### config.mk
export PLATFORM = sky130hd
export DESIGN_NAME = timer_table_scheduler
export DESIGN_NICKNAME = d
export VERILOG_FILES = /design/src/tts_pkg.sv /design/src/tts_div.sv /design/src/tts_datapath.sv /design/src/tts_ctrl.sv /design/src/timer_table_scheduler.sv
export SDC_FILE = /design/constraint.sdc
export NUM_CORES = 2
export LEC_CHECK = 0
export BUFFER_PORTS_ARGS = -buffer_cell sky130_fd_sc_hd__buf_4
export CELL_PAD_IN_SITES_DETAIL_PLACEMENT = 0
export CELL_PAD_IN_SITES_GLOBAL_PLACEMENT = 1
export CORE_ASPECT_RATIO = 1.25
export CORE_MARGIN = 4
export CORE_UTILIZATION = 54
export CTS_CLUSTER_DIAMETER = 100
export DETAILED_ROUTE_END_ITERATION = 7
export HOLD_SLACK_MARGIN = 0.15
export PLACE_DENSITY_LB_ADDON = 0.1
export SYNTH_ARGS = -nofsm -noshare
export SYNTH_HDL_FRONTEND = slang
export SYNTH_HIERARCHICAL = 1
export SYNTH_SLANG_ARGS = --single-unit
### constraint.sdc
create_clock -name aclk -period 16.75 [get_ports aclk]
set_input_delay 0 -clock aclk [delete_from_list [all_inputs] [get_ports aclk]]
set_output_delay 0 -clock aclk [all_outputs]
set_load 0.02 [all_outputs]
### src/tts_pkg.sv
// Shared types, sizes and codes for the timer table scheduler.
`default_nettype none
package tts_pkg;

    localparam int NUM_TIMERS = 16;
    localparam int TIME_BITS  = 32;
    localparam int ID_BITS    = 32;
    localparam int IDX_W      = (NUM_TIMERS > 1) ? $clog2(NUM_TIMERS) : 1;
    localparam int CNT_W      = $clog2(NUM_TIMERS + 1);
    localparam int DIVCNT_W   = $clog2(TIME_BITS + 1);

    localparam int S_DATA_W = 136;
    localparam int M_DATA_W = 72;
    localparam int OPC_W    = 3;

    typedef enum logic [OPC_W-1:0] {
        OPC_ADD    = 3'd0,
        OPC_CANCEL = 3'd1,
        OPC_PAUSE  = 3'd2,
        OPC_QUERY  = 3'd3,
        OPC_COUNT  = 3'd4,
        OPC_CLEAR  = 3'd5,
        OPC_TICK   = 3'd6
    } opcode_t;

    typedef enum logic [3:0] {
        DP_NOP,
        DP_LOAD,
        DP_ADD,
        DP_FIND,
        DP_APPLY,
        DP_CLEAR,
        DP_TICK,
        DP_REARM,
        DP_SEL_INIT,
        DP_SEL_STEP,
        DP_EMIT
    } dp_op_t;

    typedef struct packed {
        dp_op_t op;
        logic   fired;
        logic   last;
    } dp_cmd_t;

    typedef struct packed {
        logic idx_last;
        logic needs_div;
        logic div_busy;
        logic due_any;
        logic due_rest_zero;
        logic out_free;
    } dp_stat_t;

endpackage
`default_nettype wire

### src/tts_div.sv
// Restoring divider that returns the remainder, one bit per cycle.
`default_nettype none
module tts_div
    import tts_pkg::*;
(
    input  wire logic                 aclk,
    input  wire logic                 aresetn,
    input  wire logic                 start,
    input  wire logic [TIME_BITS-1:0] dividend,
    input  wire logic [TIME_BITS-1:0] divisor,
    output logic                      busy,
    output logic [TIME_BITS-1:0]      remainder
);

    logic                 busy_reg;
    logic [DIVCNT_W-1:0]  cnt_reg;
    logic [TIME_BITS-1:0] dvd_reg;
    logic [TIME_BITS-1:0] dvs_reg;
    logic [TIME_BITS-1:0] acc_reg;
    logic [TIME_BITS:0]   trial;
    logic [TIME_BITS:0]   diff;

    assign trial = {acc_reg, dvd_reg[TIME_BITS-1]};
    assign diff  = trial - {1'b0, dvs_reg};

    always_ff @(posedge aclk) begin
        if (!aresetn) begin
            busy_reg <= 1'b0;
            cnt_reg  <= '0;
        end else if (start) begin
            busy_reg <= 1'b1;
            cnt_reg  <= DIVCNT_W'(TIME_BITS);
        end else if (busy_reg) begin
            cnt_reg <= cnt_reg - 1'b1;
            if (cnt_reg == DIVCNT_W'(1)) begin
                busy_reg <= 1'b0;
            end
        end
    end

    always_ff @(posedge aclk) begin
        if (start) begin
            dvd_reg <= dividend;
            dvs_reg <= divisor;
            acc_reg <= '0;
        end else if (busy_reg) begin
            dvd_reg <= {dvd_reg[TIME_BITS-2:0], 1'b0};
            if (trial >= {1'b0, dvs_reg}) begin
                acc_reg <= diff[TIME_BITS-1:0];
            end else begin
                acc_reg <= trial[TIME_BITS-1:0];
            end
        end
    end

    assign busy      = busy_reg;
    assign remainder = acc_reg;

endmodule
`default_nettype wire

### src/tts_datapath.sv
// Timer slot storage, tick arithmetic, id selection and the result register.
`default_nettype none
module tts_datapath
    import tts_pkg::*;
(
    input  wire logic                aclk,
    input  wire logic                aresetn,
    input  wire logic [S_DATA_W-1:0] s_tdata,
    input  wire logic [OPC_W-1:0]    s_tuser,
    input  wire dp_cmd_t             cmd,
    output dp_stat_t                 stat,
    output logic                     m_tvalid,
    input  wire logic                m_tready,
    output logic [M_DATA_W-1:0]      m_tdata,
    output logic                     m_tuser,
    output logic                     m_tlast
);

    // Slot storage
    logic [NUM_TIMERS-1:0] valid_reg;
    logic [NUM_TIMERS-1:0] due_reg;
    logic [ID_BITS-1:0]    ident_mem    [NUM_TIMERS];
    logic [TIME_BITS-1:0]  interval_mem [NUM_TIMERS];
    logic [TIME_BITS-1:0]  remain_mem   [NUM_TIMERS];
    logic                  repeat_mem   [NUM_TIMERS];
    logic                  unscaled_mem [NUM_TIMERS];
    logic                  paused_mem   [NUM_TIMERS];

    logic [CNT_W-1:0]      count_reg;
    logic [ID_BITS-1:0]    next_ident_reg;

    // Latched input word
    opcode_t               op_reg;
    logic [ID_BITS-1:0]    id_reg;
    logic [TIME_BITS-1:0]  delay_reg;
    logic                  rep_reg;
    logic                  uns_reg;
    logic                  pf_reg;
    logic [TIME_BITS-1:0]  sstep_reg;
    logic [TIME_BITS-1:0]  ustep_reg;

    logic [IDX_W-1:0]      idx_reg;
    logic                  found_reg;
    logic [IDX_W-1:0]      hit_idx_reg;
    logic [TIME_BITS-1:0]  rem_hit_reg;
    logic                  add_ok_reg;
    logic                  best_valid_reg;
    logic [IDX_W-1:0]      best_idx_reg;
    logic [ID_BITS-1:0]    best_ident_reg;

    logic                  m_valid_reg;
    logic [M_DATA_W-1:0]   m_data_reg;
    logic                  m_user_reg;
    logic                  m_last_reg;

    // Combinational helpers
    logic [IDX_W-1:0]      free_idx;
    logic                  free_any;
    logic                  add_ok;
    logic [TIME_BITS-1:0]  step;
    logic                  run;
    logic                  hit;
    logic [TIME_BITS-1:0]  over;
    logic                  needs_div;
    logic [NUM_TIMERS-1:0] best_mask;
    logic                  div_busy;
    logic [TIME_BITS-1:0]  div_rem;
    logic                  res_status;
    logic [ID_BITS-1:0]    res_id;
    logic [TIME_BITS-1:0]  res_rem;

    always_comb begin
        free_idx = '0;
        for (int i = NUM_TIMERS - 1; i >= 0; i--) begin
            if (!valid_reg[i]) begin
                free_idx = IDX_W'(i);
            end
        end
    end

    assign free_any = ~&valid_reg;
    assign add_ok   = free_any && !(rep_reg && (delay_reg == '0))
                      && (next_ident_reg != '1);

    assign step      = unscaled_mem[idx_reg] ? ustep_reg : sstep_reg;
    assign run       = valid_reg[idx_reg] && !paused_mem[idx_reg] && (step != '0);
    assign hit       = run && (step >= remain_mem[idx_reg]);
    assign over      = step - remain_mem[idx_reg];
    assign needs_div = hit && repeat_mem[idx_reg] && (interval_mem[idx_reg] != '0);
    assign best_mask = NUM_TIMERS'(1) << best_idx_reg;

    tts_div u_div (
        .aclk      (aclk),
        .aresetn   (aresetn),
        .start     ((cmd.op == DP_TICK) && needs_div),
        .dividend  (over),
        .divisor   (interval_mem[idx_reg]),
        .busy      (div_busy),
        .remainder (div_rem)
    );

    // Fields of the result word for the current operation.
    always_comb begin
        res_status = 1'b0;
        res_id     = '0;
        res_rem    = '0;
        unique case (op_reg)
            OPC_ADD: begin
                res_status = !add_ok_reg;
                res_id     = add_ok_reg ? next_ident_reg : '0;
            end
            OPC_CANCEL, OPC_PAUSE: begin
                res_status = !found_reg;
            end
            OPC_QUERY: begin
                res_status = !found_reg;
                res_rem    = found_reg ? rem_hit_reg : '0;
            end
            OPC_COUNT, OPC_CLEAR: begin
                res_status = 1'b0;
            end
            OPC_TICK: begin
                res_id = cmd.fired ? best_ident_reg : '0;
            end
            default: begin
                res_status = 1'b1;
            end
        endcase
    end

    // Control registers
    always_ff @(posedge aclk) begin
        if (!aresetn) begin
            valid_reg      <= '0;
            due_reg        <= '0;
            count_reg      <= '0;
            next_ident_reg <= '0;
            m_valid_reg    <= 1'b0;
        end else begin
            if (cmd.op == DP_EMIT) begin
                m_valid_reg <= 1'b1;
            end else if (m_tready) begin
                m_valid_reg <= 1'b0;
            end
            unique case (cmd.op)
                DP_LOAD: begin
                    due_reg <= '0;
                end
                DP_ADD: begin
                    if (add_ok) begin
                        valid_reg[free_idx] <= 1'b1;
                        count_reg           <= count_reg + 1'b1;
                        next_ident_reg      <= next_ident_reg + 1'b1;
                    end
                end
                DP_APPLY: begin
                    if (found_reg && (op_reg == OPC_CANCEL)) begin
                        valid_reg[hit_idx_reg] <= 1'b0;
                        count_reg              <= count_reg - 1'b1;
                    end
                end
                DP_CLEAR: begin
                    valid_reg <= '0;
                    count_reg <= '0;
                end
                DP_TICK: begin
                    if (hit) begin
                        due_reg[idx_reg] <= 1'b1;
                        if (!repeat_mem[idx_reg]) begin
                            valid_reg[idx_reg] <= 1'b0;
                            count_reg          <= count_reg - 1'b1;
                        end
                    end
                end
                DP_EMIT: begin
                    if (cmd.fired) begin
                        due_reg <= due_reg & ~best_mask;
                    end
                end
                default: begin
                end
            endcase
        end
    end

    // Payload registers
    always_ff @(posedge aclk) begin
        unique case (cmd.op)
            DP_LOAD: begin
                op_reg    <= opcode_t'(s_tuser);
                id_reg    <= s_tdata[31:0];
                delay_reg <= s_tdata[63:32];
                rep_reg   <= s_tdata[64];
                uns_reg   <= s_tdata[65];
                pf_reg    <= s_tdata[66];
                sstep_reg <= s_tdata[98:67];
                ustep_reg <= s_tdata[130:99];
                idx_reg   <= '0;
                found_reg <= 1'b0;
            end
            DP_ADD: begin
                add_ok_reg <= add_ok;
                if (add_ok) begin
                    ident_mem[free_idx]    <= next_ident_reg + 1'b1;
                    interval_mem[free_idx] <= delay_reg;
                    remain_mem[free_idx]   <= delay_reg;
                    repeat_mem[free_idx]   <= rep_reg;
                    unscaled_mem[free_idx] <= uns_reg;
                    paused_mem[free_idx]   <= 1'b0;
                end
            end
            DP_FIND: begin
                if (valid_reg[idx_reg] && (ident_mem[idx_reg] == id_reg)) begin
                    found_reg   <= 1'b1;
                    hit_idx_reg <= idx_reg;
                    rem_hit_reg <= remain_mem[idx_reg];
                end
                idx_reg <= idx_reg + 1'b1;
            end
            DP_APPLY: begin
                if (found_reg && (op_reg == OPC_PAUSE)) begin
                    paused_mem[hit_idx_reg] <= pf_reg;
                end
            end
            DP_TICK: begin
                if (hit) begin
                    remain_mem[idx_reg] <= '0;
                end else if (run) begin
                    remain_mem[idx_reg] <= remain_mem[idx_reg] - step;
                end
                if (!needs_div) begin
                    idx_reg <= idx_reg + 1'b1;
                end
            end
            DP_REARM: begin
                remain_mem[idx_reg] <= interval_mem[idx_reg] - div_rem;
                idx_reg             <= idx_reg + 1'b1;
            end
            DP_SEL_INIT: begin
                idx_reg        <= '0;
                best_valid_reg <= 1'b0;
            end
            DP_SEL_STEP: begin
                if (due_reg[idx_reg]
                    && (!best_valid_reg || (ident_mem[idx_reg] < best_ident_reg))) begin
                    best_valid_reg <= 1'b1;
                    best_idx_reg   <= idx_reg;
                    best_ident_reg <= ident_mem[idx_reg];
                end
                idx_reg <= idx_reg + 1'b1;
            end
            DP_EMIT: begin
                m_data_reg <= {2'b00, count_reg, res_rem, res_id, res_status};
                m_user_reg <= cmd.fired;
                m_last_reg <= cmd.last;
            end
            default: begin
            end
        endcase
    end

    assign stat.idx_last      = (idx_reg == IDX_W'(NUM_TIMERS - 1));
    assign stat.needs_div     = needs_div;
    assign stat.div_busy      = div_busy;
    assign stat.due_any       = |due_reg;
    assign stat.due_rest_zero = ((due_reg & ~best_mask) == '0);
    assign stat.out_free      = !m_valid_reg || m_tready;

    assign m_tvalid = m_valid_reg;
    assign m_tdata  = m_data_reg;
    assign m_tuser  = m_user_reg;
    assign m_tlast  = m_last_reg;

endmodule
`default_nettype wire

### src/tts_ctrl.sv
// Sequencer for the timer table scheduler.
`default_nettype none
module tts_ctrl
    import tts_pkg::*;
(
    input  wire logic             aclk,
    input  wire logic             aresetn,
    input  wire logic             s_tvalid,
    input  wire logic [OPC_W-1:0] s_tuser,
    output logic                  s_tready,
    input  wire dp_stat_t         stat,
    output dp_cmd_t               cmd
);

    typedef enum logic [3:0] {
        ST_IDLE,
        ST_ADD,
        ST_FIND,
        ST_APPLY,
        ST_CLEAR,
        ST_EMIT,
        ST_TICK,
        ST_DIV,
        ST_SEL_START,
        ST_SEL_SCAN,
        ST_SEL_EMIT
    } state_t;

    state_t state_reg;
    logic   ready_reg;
    logic   accept;

    assign accept   = s_tvalid && ready_reg;
    assign s_tready = ready_reg;

    always_comb begin
        cmd.op    = DP_NOP;
        cmd.fired = 1'b0;
        cmd.last  = 1'b1;
        unique case (state_reg)
            ST_IDLE:      if (accept) cmd.op = DP_LOAD;
            ST_ADD:       cmd.op = DP_ADD;
            ST_FIND:      cmd.op = DP_FIND;
            ST_APPLY:     cmd.op = DP_APPLY;
            ST_CLEAR:     cmd.op = DP_CLEAR;
            ST_EMIT:      if (stat.out_free) cmd.op = DP_EMIT;
            ST_TICK:      cmd.op = DP_TICK;
            ST_DIV:       if (!stat.div_busy) cmd.op = DP_REARM;
            ST_SEL_START: if (stat.due_any) cmd.op = DP_SEL_INIT;
            ST_SEL_SCAN:  cmd.op = DP_SEL_STEP;
            ST_SEL_EMIT: begin
                if (stat.out_free) cmd.op = DP_EMIT;
                cmd.fired = 1'b1;
                cmd.last  = stat.due_rest_zero;
            end
            default:      cmd.op = DP_NOP;
        endcase
    end

    always_ff @(posedge aclk) begin
        if (!aresetn) begin
            state_reg <= ST_IDLE;
            ready_reg <= 1'b1;
        end else begin
            unique case (state_reg)
                ST_IDLE: begin
                    if (accept) begin
                        ready_reg <= 1'b0;
                        unique case (opcode_t'(s_tuser))
                            OPC_ADD:                          state_reg <= ST_ADD;
                            OPC_CANCEL, OPC_PAUSE, OPC_QUERY: state_reg <= ST_FIND;
                            OPC_CLEAR:                        state_reg <= ST_CLEAR;
                            OPC_TICK:                         state_reg <= ST_TICK;
                            default:                          state_reg <= ST_EMIT;
                        endcase
                    end
                end
                ST_ADD:   state_reg <= ST_EMIT;
                ST_FIND:  if (stat.idx_last) state_reg <= ST_APPLY;
                ST_APPLY: state_reg <= ST_EMIT;
                ST_CLEAR: state_reg <= ST_EMIT;
                ST_EMIT: begin
                    if (stat.out_free) begin
                        state_reg <= ST_IDLE;
                        ready_reg <= 1'b1;
                    end
                end
                ST_TICK: begin
                    if (stat.needs_div) begin
                        state_reg <= ST_DIV;
                    end else if (stat.idx_last) begin
                        state_reg <= ST_SEL_START;
                    end
                end
                ST_DIV: begin
                    if (!stat.div_busy) begin
                        state_reg <= stat.idx_last ? ST_SEL_START : ST_TICK;
                    end
                end
                ST_SEL_START: state_reg <= stat.due_any ? ST_SEL_SCAN : ST_EMIT;
                ST_SEL_SCAN:  if (stat.idx_last) state_reg <= ST_SEL_EMIT;
                ST_SEL_EMIT: begin
                    if (stat.out_free) begin
                        if (stat.due_rest_zero) begin
                            state_reg <= ST_IDLE;
                            ready_reg <= 1'b1;
                        end else begin
                            state_reg <= ST_SEL_START;
                        end
                    end
                end
                default: state_reg <= ST_IDLE;
            endcase
        end
    end

endmodule
`default_nettype wire

### src/timer_table_scheduler.sv
// Top level of the timer table scheduler: sequencer and slot datapath.
//
// The block keeps a table of sixteen countdown timers. Each input word on
// the s_ channel carries one operation, selected by s_tuser: add, cancel,
// set pause, get remaining, get count, clear or tick. Every operation
// produces one result word on the m_ channel, except a tick, which
// produces one word per timer that fired, in ascending id order, or a
// single word if none fired; m_tlast marks the final word of the operation.
// A cancel, pause or query scans all slots. A tick walks the slots one
// a cycle, halting while a repeating timer that fires runs a remainder
// division for its rearm; each fired timer then adds a scan for the
// smallest outstanding id.
// One word is handled at a time; s_tready is high only while idle, and a
// new word is taken while the last result still waits in the output
// register. If the receiver stalls, the block holds the result word and
// waits before producing the next one. After reset the table is empty,
// the id counter is zero and the block is ready at once.
`default_nettype none
module timer_table_scheduler
    import tts_pkg::*;
(
    input  wire logic                aclk,
    input  wire logic                aresetn,
    input  wire logic                s_tvalid,
    output logic                     s_tready,
    // timer_id[31:0], delay[63:32], repeat_req[64], unscaled[65],
    // pause_flag[66], scaled_step[98:67], unscaled_step[130:99], zero fill
    input  wire logic [S_DATA_W-1:0] s_tdata,
    // operation[2:0]
    input  wire logic [OPC_W-1:0]    s_tuser,
    output logic                     m_tvalid,
    input  wire logic                m_tready,
    // status[0], result_id[32:1], remaining_time[64:33],
    // active_count[69:65], zero fill
    output logic [M_DATA_W-1:0]      m_tdata,
    // fired[0]
    output logic                     m_tuser,
    // last
    output logic                     m_tlast
);

    dp_cmd_t  cmd;
    dp_stat_t stat;

    // The sequencer decides which datapath step runs in each cycle.
    tts_ctrl u_ctrl (
        .aclk     (aclk),
        .aresetn  (aresetn),
        .s_tvalid (s_tvalid),
        .s_tuser  (s_tuser),
        .s_tready (s_tready),
        .stat     (stat),
        .cmd      (cmd)
    );

    // The datapath holds the slots, the divider and the result register.
    tts_datapath u_dp (
        .aclk     (aclk),
        .aresetn  (aresetn),
        .s_tdata  (s_tdata),
        .s_tuser  (s_tuser),
        .cmd      (cmd),
        .stat     (stat),
        .m_tvalid (m_tvalid),
        .m_tready (m_tready),
        .m_tdata  (m_tdata),
        .m_tuser  (m_tuser),
        .m_tlast  (m_tlast)
    );

endmodule
`default_nettype wire

==> metrics.md <==
| Metric | Value |
|---|---|
| Largest net degree at the start of global routing | 134 |
| Root Buffer | clkbuf_16 |
| Post-Syn Instances | 5240 |
| Cell family with most CP delay | buffers and inverters |
| Slowest cell on crit path | dfxtp_4 |
| Final setup fails | 0 |
| Initial antenna violation count | 12 |
| Synthesized area | 87800 µm² |
| DRC viols | 0 |
| Post-synth EDFFs | 1933 |
| Vias per inst | 6.23 |
| RSZ-0062 raised after global routing | no |
| Port bufs | 211 |
| Tot Pwr | 18900 µW |
| Io pins | 219 |
| Post-DP HPWL | 145 mm |
| Core footprint | 162000 µm² |
| Final Max Tran Viols | 0 |
| Grt total ovfl | 0 |
| Worst setup EP type | flip-flop |
| Resize count post-CTS | 0 |
| Final Wtd Congestion | 0.911 |
| Final period utilization | 51.3% |
| CP max stage delay | 0.88 ns |
| First-pass DRT Iterations | 6 |
| Iter 0 DRT Violations | 5511 |
| Final-layout fill cell count | 11500 |
| Core Util, Final | 62.9% |
| Fmax | 116 MHz |
| Status | finished, final reports clean |
| Setup_tns | 0 ns |
| Largest regs | u_dp/ident_mem x512, u_dp/interval_mem x512, u_dp/remain_mem x512 |
| Critical path, cell by cell | buf_12, buf_4, mux4_2, mux4_2, inv_1, ha_1, nand4_1, nor4_1, a311oi_1, a21oi_1, o31ai_1, buf_4, or3_1, nor2_4, buf_4, buf_4, mux2_2 |
| Die area | 169000 µm² |
| Avg Cell Area, Syn | 16.8 µm² |
| Post-CTS Hold Fix Bufs | 274 |
| Max IR drop VDD | 0.180 mV |
| Share of cells above drive strength 1 | 20.9% |
| Hold_ws | 0.213 ns |
| Post-synthesis register bit count | 2051 |
| Routed wire length | 237 mm |
| Slew @ Worst Pin | 1.30 ns |
| Max-cap violations | 0 |
| Period minus WS final | 8.60 ns |
| Relative slew slack | 12.5% |
| Longest Clk Path Bufs | 3 |
| Ys async rst share | 0% |
| Die height | 459 µm |
| CTS buffer count | 193 |
| Most used cell, CP | buf_4 |
| First-pass GRT wire length | 346 mm |
| WP buf/inv | 6 |
| Post-CTS setup buffer count | 0 |
| CTS tree | done |
| Endpoints failing hold | 0 |
| WS Path Type | flip-flop to flip-flop |
| Effective utilization at floorplan | 54.3% |
| Final setup slack of the worst path | 8.15 ns |
| Worst skew pair latency | 0.85 ns |
| Sequential-to-total area share from yosys stat | 68.8% |
| Routed length per instance | 29.2 µm |
| Lkg Pwr | 0.0347 µW |
| Critical path data required time | 17.31 ns |
| Via Count | 50700 |
| Routed Antenna Nets | 0 |
| Ys flop type | edfxtp_1 |
| CP max FO | 84 |
| Ys Warns | 6 |
| Type of origin of the critical path | flip-flop |
| Area growth from synthesis to layout | 15.8% |
| Worst hold-check path type | input pin to flip-flop |
| Htree depth | 4 |
| Chip width | 369 µm |
| Crit path DAT | 9.16 ns |
| CTS clk-pin slew, worst paths | 0.07 ns |
| Place WS | 8.07 ns |
| Clock skew | 0.0671 ns |
| Row count | 165 |
| Power Density | 186 nW/µm² |
| Distinct cells, synth | 94 |
| Clk sinks | 2051 |
| Net count, final | 6118 |
| Via count of the first global-routing pass | 50700 |
| Gr usage total | 28.1% |
==> layout make-up <==
cell class | count | area (µm²) | area share, %
flip-flops and latches | 2051 | 60400 | 59.4
multi-input cells | 2693 | 25900 | 25.5
repair buffers | 644 | 5560 | 5.47
clock buffers | 244 | 5060 | 4.98
well taps | 2171 | 2720 | 2.67
clock inverters | 113 | 1200 | 1.18
inverters | 220 | 835 | 0.821
diodes | 2 | 5.00 | 0.00492
==> worst register-to-register path, cell delays in order (launching register included) <==
cell	delay [ns]
dfxtp_4	0.88
buf_12	0.58
buf_4	0.98
mux4_2	0.65
mux4_2	0.62
inv_1	0.12
ha_1	0.39
nand4_1	0.30
nor4_1	0.60
a311oi_1	0.17
a21oi_1	0.21
o31ai_1	0.11
buf_4	0.22
or3_1	0.50
nor2_4	0.13
buf_4	0.49
buf_4	0.84
mux2_2	0.54
==> stage by stage <==
stage,cells,instance area (µm²)
2_1_floorplan,5241,87800
3_3_place_gp,7504,92700
3_5_place_dp,7504,92700
4_1_cts,8135,102000
5_1_grt,8137,102000
6_report,8138,102000
==> placed cells by master (no fill, tap or decap), drive strengths merged, types with 19 or more instances in the layout <==
cell,n
edfxtp,1933
nor2,215
o21bai,19
mux2i,58
dlygate4sd3,274
xor2,71
a21oi,238
and3,26
ha,167
o21a,20
xnor2,130
and2,44
dfxtp,118
a22oi,86
a22o,35
nand2,227
or3,26
clkbuf,244
a211oi,42
nand2b,43
nor3,51
mux2,62
nand3,86
nor2b,47
a31oi,40
a21o,71
buf,370
inv,231
o21ai,146
mux4,444
nor4,46
clkinv,83
nand4,46
==> per-layer routing <==
metal  track usage (%)  wire, µm
met1              38.7     95200
met2              47.2    118000
met3              4.20     17100
met4              7.91      6780
met5                 0        13
==> cells by family (layout without fill, tap and decap cells) <==
| logic type | Yosys count | after routing | synth area share [%] |
|---|---|---|---|
| multiplexers | 564 | 564 | 12.8 |
| AO/OA/AOI/OAI | 854 | 854 | 6.53 |
| adder cells (fa/ha/maj) | 172 | 172 | 2.49 |
| AND/OR/NAND/NOR | 900 | 900 | 5.06 |
| flip-flops | 2051 | 2051 | 68.8 |
| other | 1 | 4 | 0.00427 |
| XOR/XNOR | 201 | 201 | 2.00 |
| buffers and inverters | 497 | 1221 | 2.30 |
==> synth_stat cells (all sizes together) (14+ instances only) <==
cell | instances | area, µm²
a211oi | 42 | 325
a21o | 71 | 533
a21oi | 238 | 1190
a221oi | 17 | 166
a22o | 35 | 307
a22oi | 86 | 651
a31oi | 40 | 256
and2 | 44 | 275
and3 | 26 | 163
buf | 104 | 544
clkbuf | 173 | 651
dfxtp | 118 | 2360
edfxtp | 1933 | 58000
ha | 167 | 2090
inv | 219 | 822
mux2 | 62 | 698
mux2i | 58 | 581
mux4 | 444 | 10000
nand2 | 227 | 852
nand2b | 43 | 269
nand3 | 86 | 430
nand4 | 46 | 288
nor2 | 215 | 807
nor2b | 47 | 294
nor3 | 51 | 255
nor4 | 46 | 300
o21a | 20 | 150
o21ai | 146 | 746
o21bai | 19 | 143
o221a | 17 | 191
o32ai | 14 | 123
or3 | 26 | 163
xnor2 | 130 | 1140
xor2 | 71 | 622
==> path summary, 6_finish.rpt <==
kind / start / to / slack (ns) / cells past startpoint
hold reg to reg: u_dp/count_reg[4] / u_dp/m_tdata[69] / 0.46 / 0
hold / removal: aresetn / u_ctrl/state_reg[0] / 0.21 / 3
setup reg to reg: flip-flop / u_dp/u_div/dvd_reg[8] / 8.15 / 17
setup / recovery: flip-flop / u_dp/u_div/dvd_reg[8] / 8.15 / 17
==> power by group <==
| group | total [µW] | leakage, µW | internal [µW] | switching, µW |
|---|---|---|---|---|
| combinational | 7830 | 0.0131 | 2860 | 4970 |
| sequential | 6760 | 0.0186 | 6460 | 297 |
| clock | 4340 | 0.00305 | 2420 | 1920 |
(Power assumes the default switching activity.)
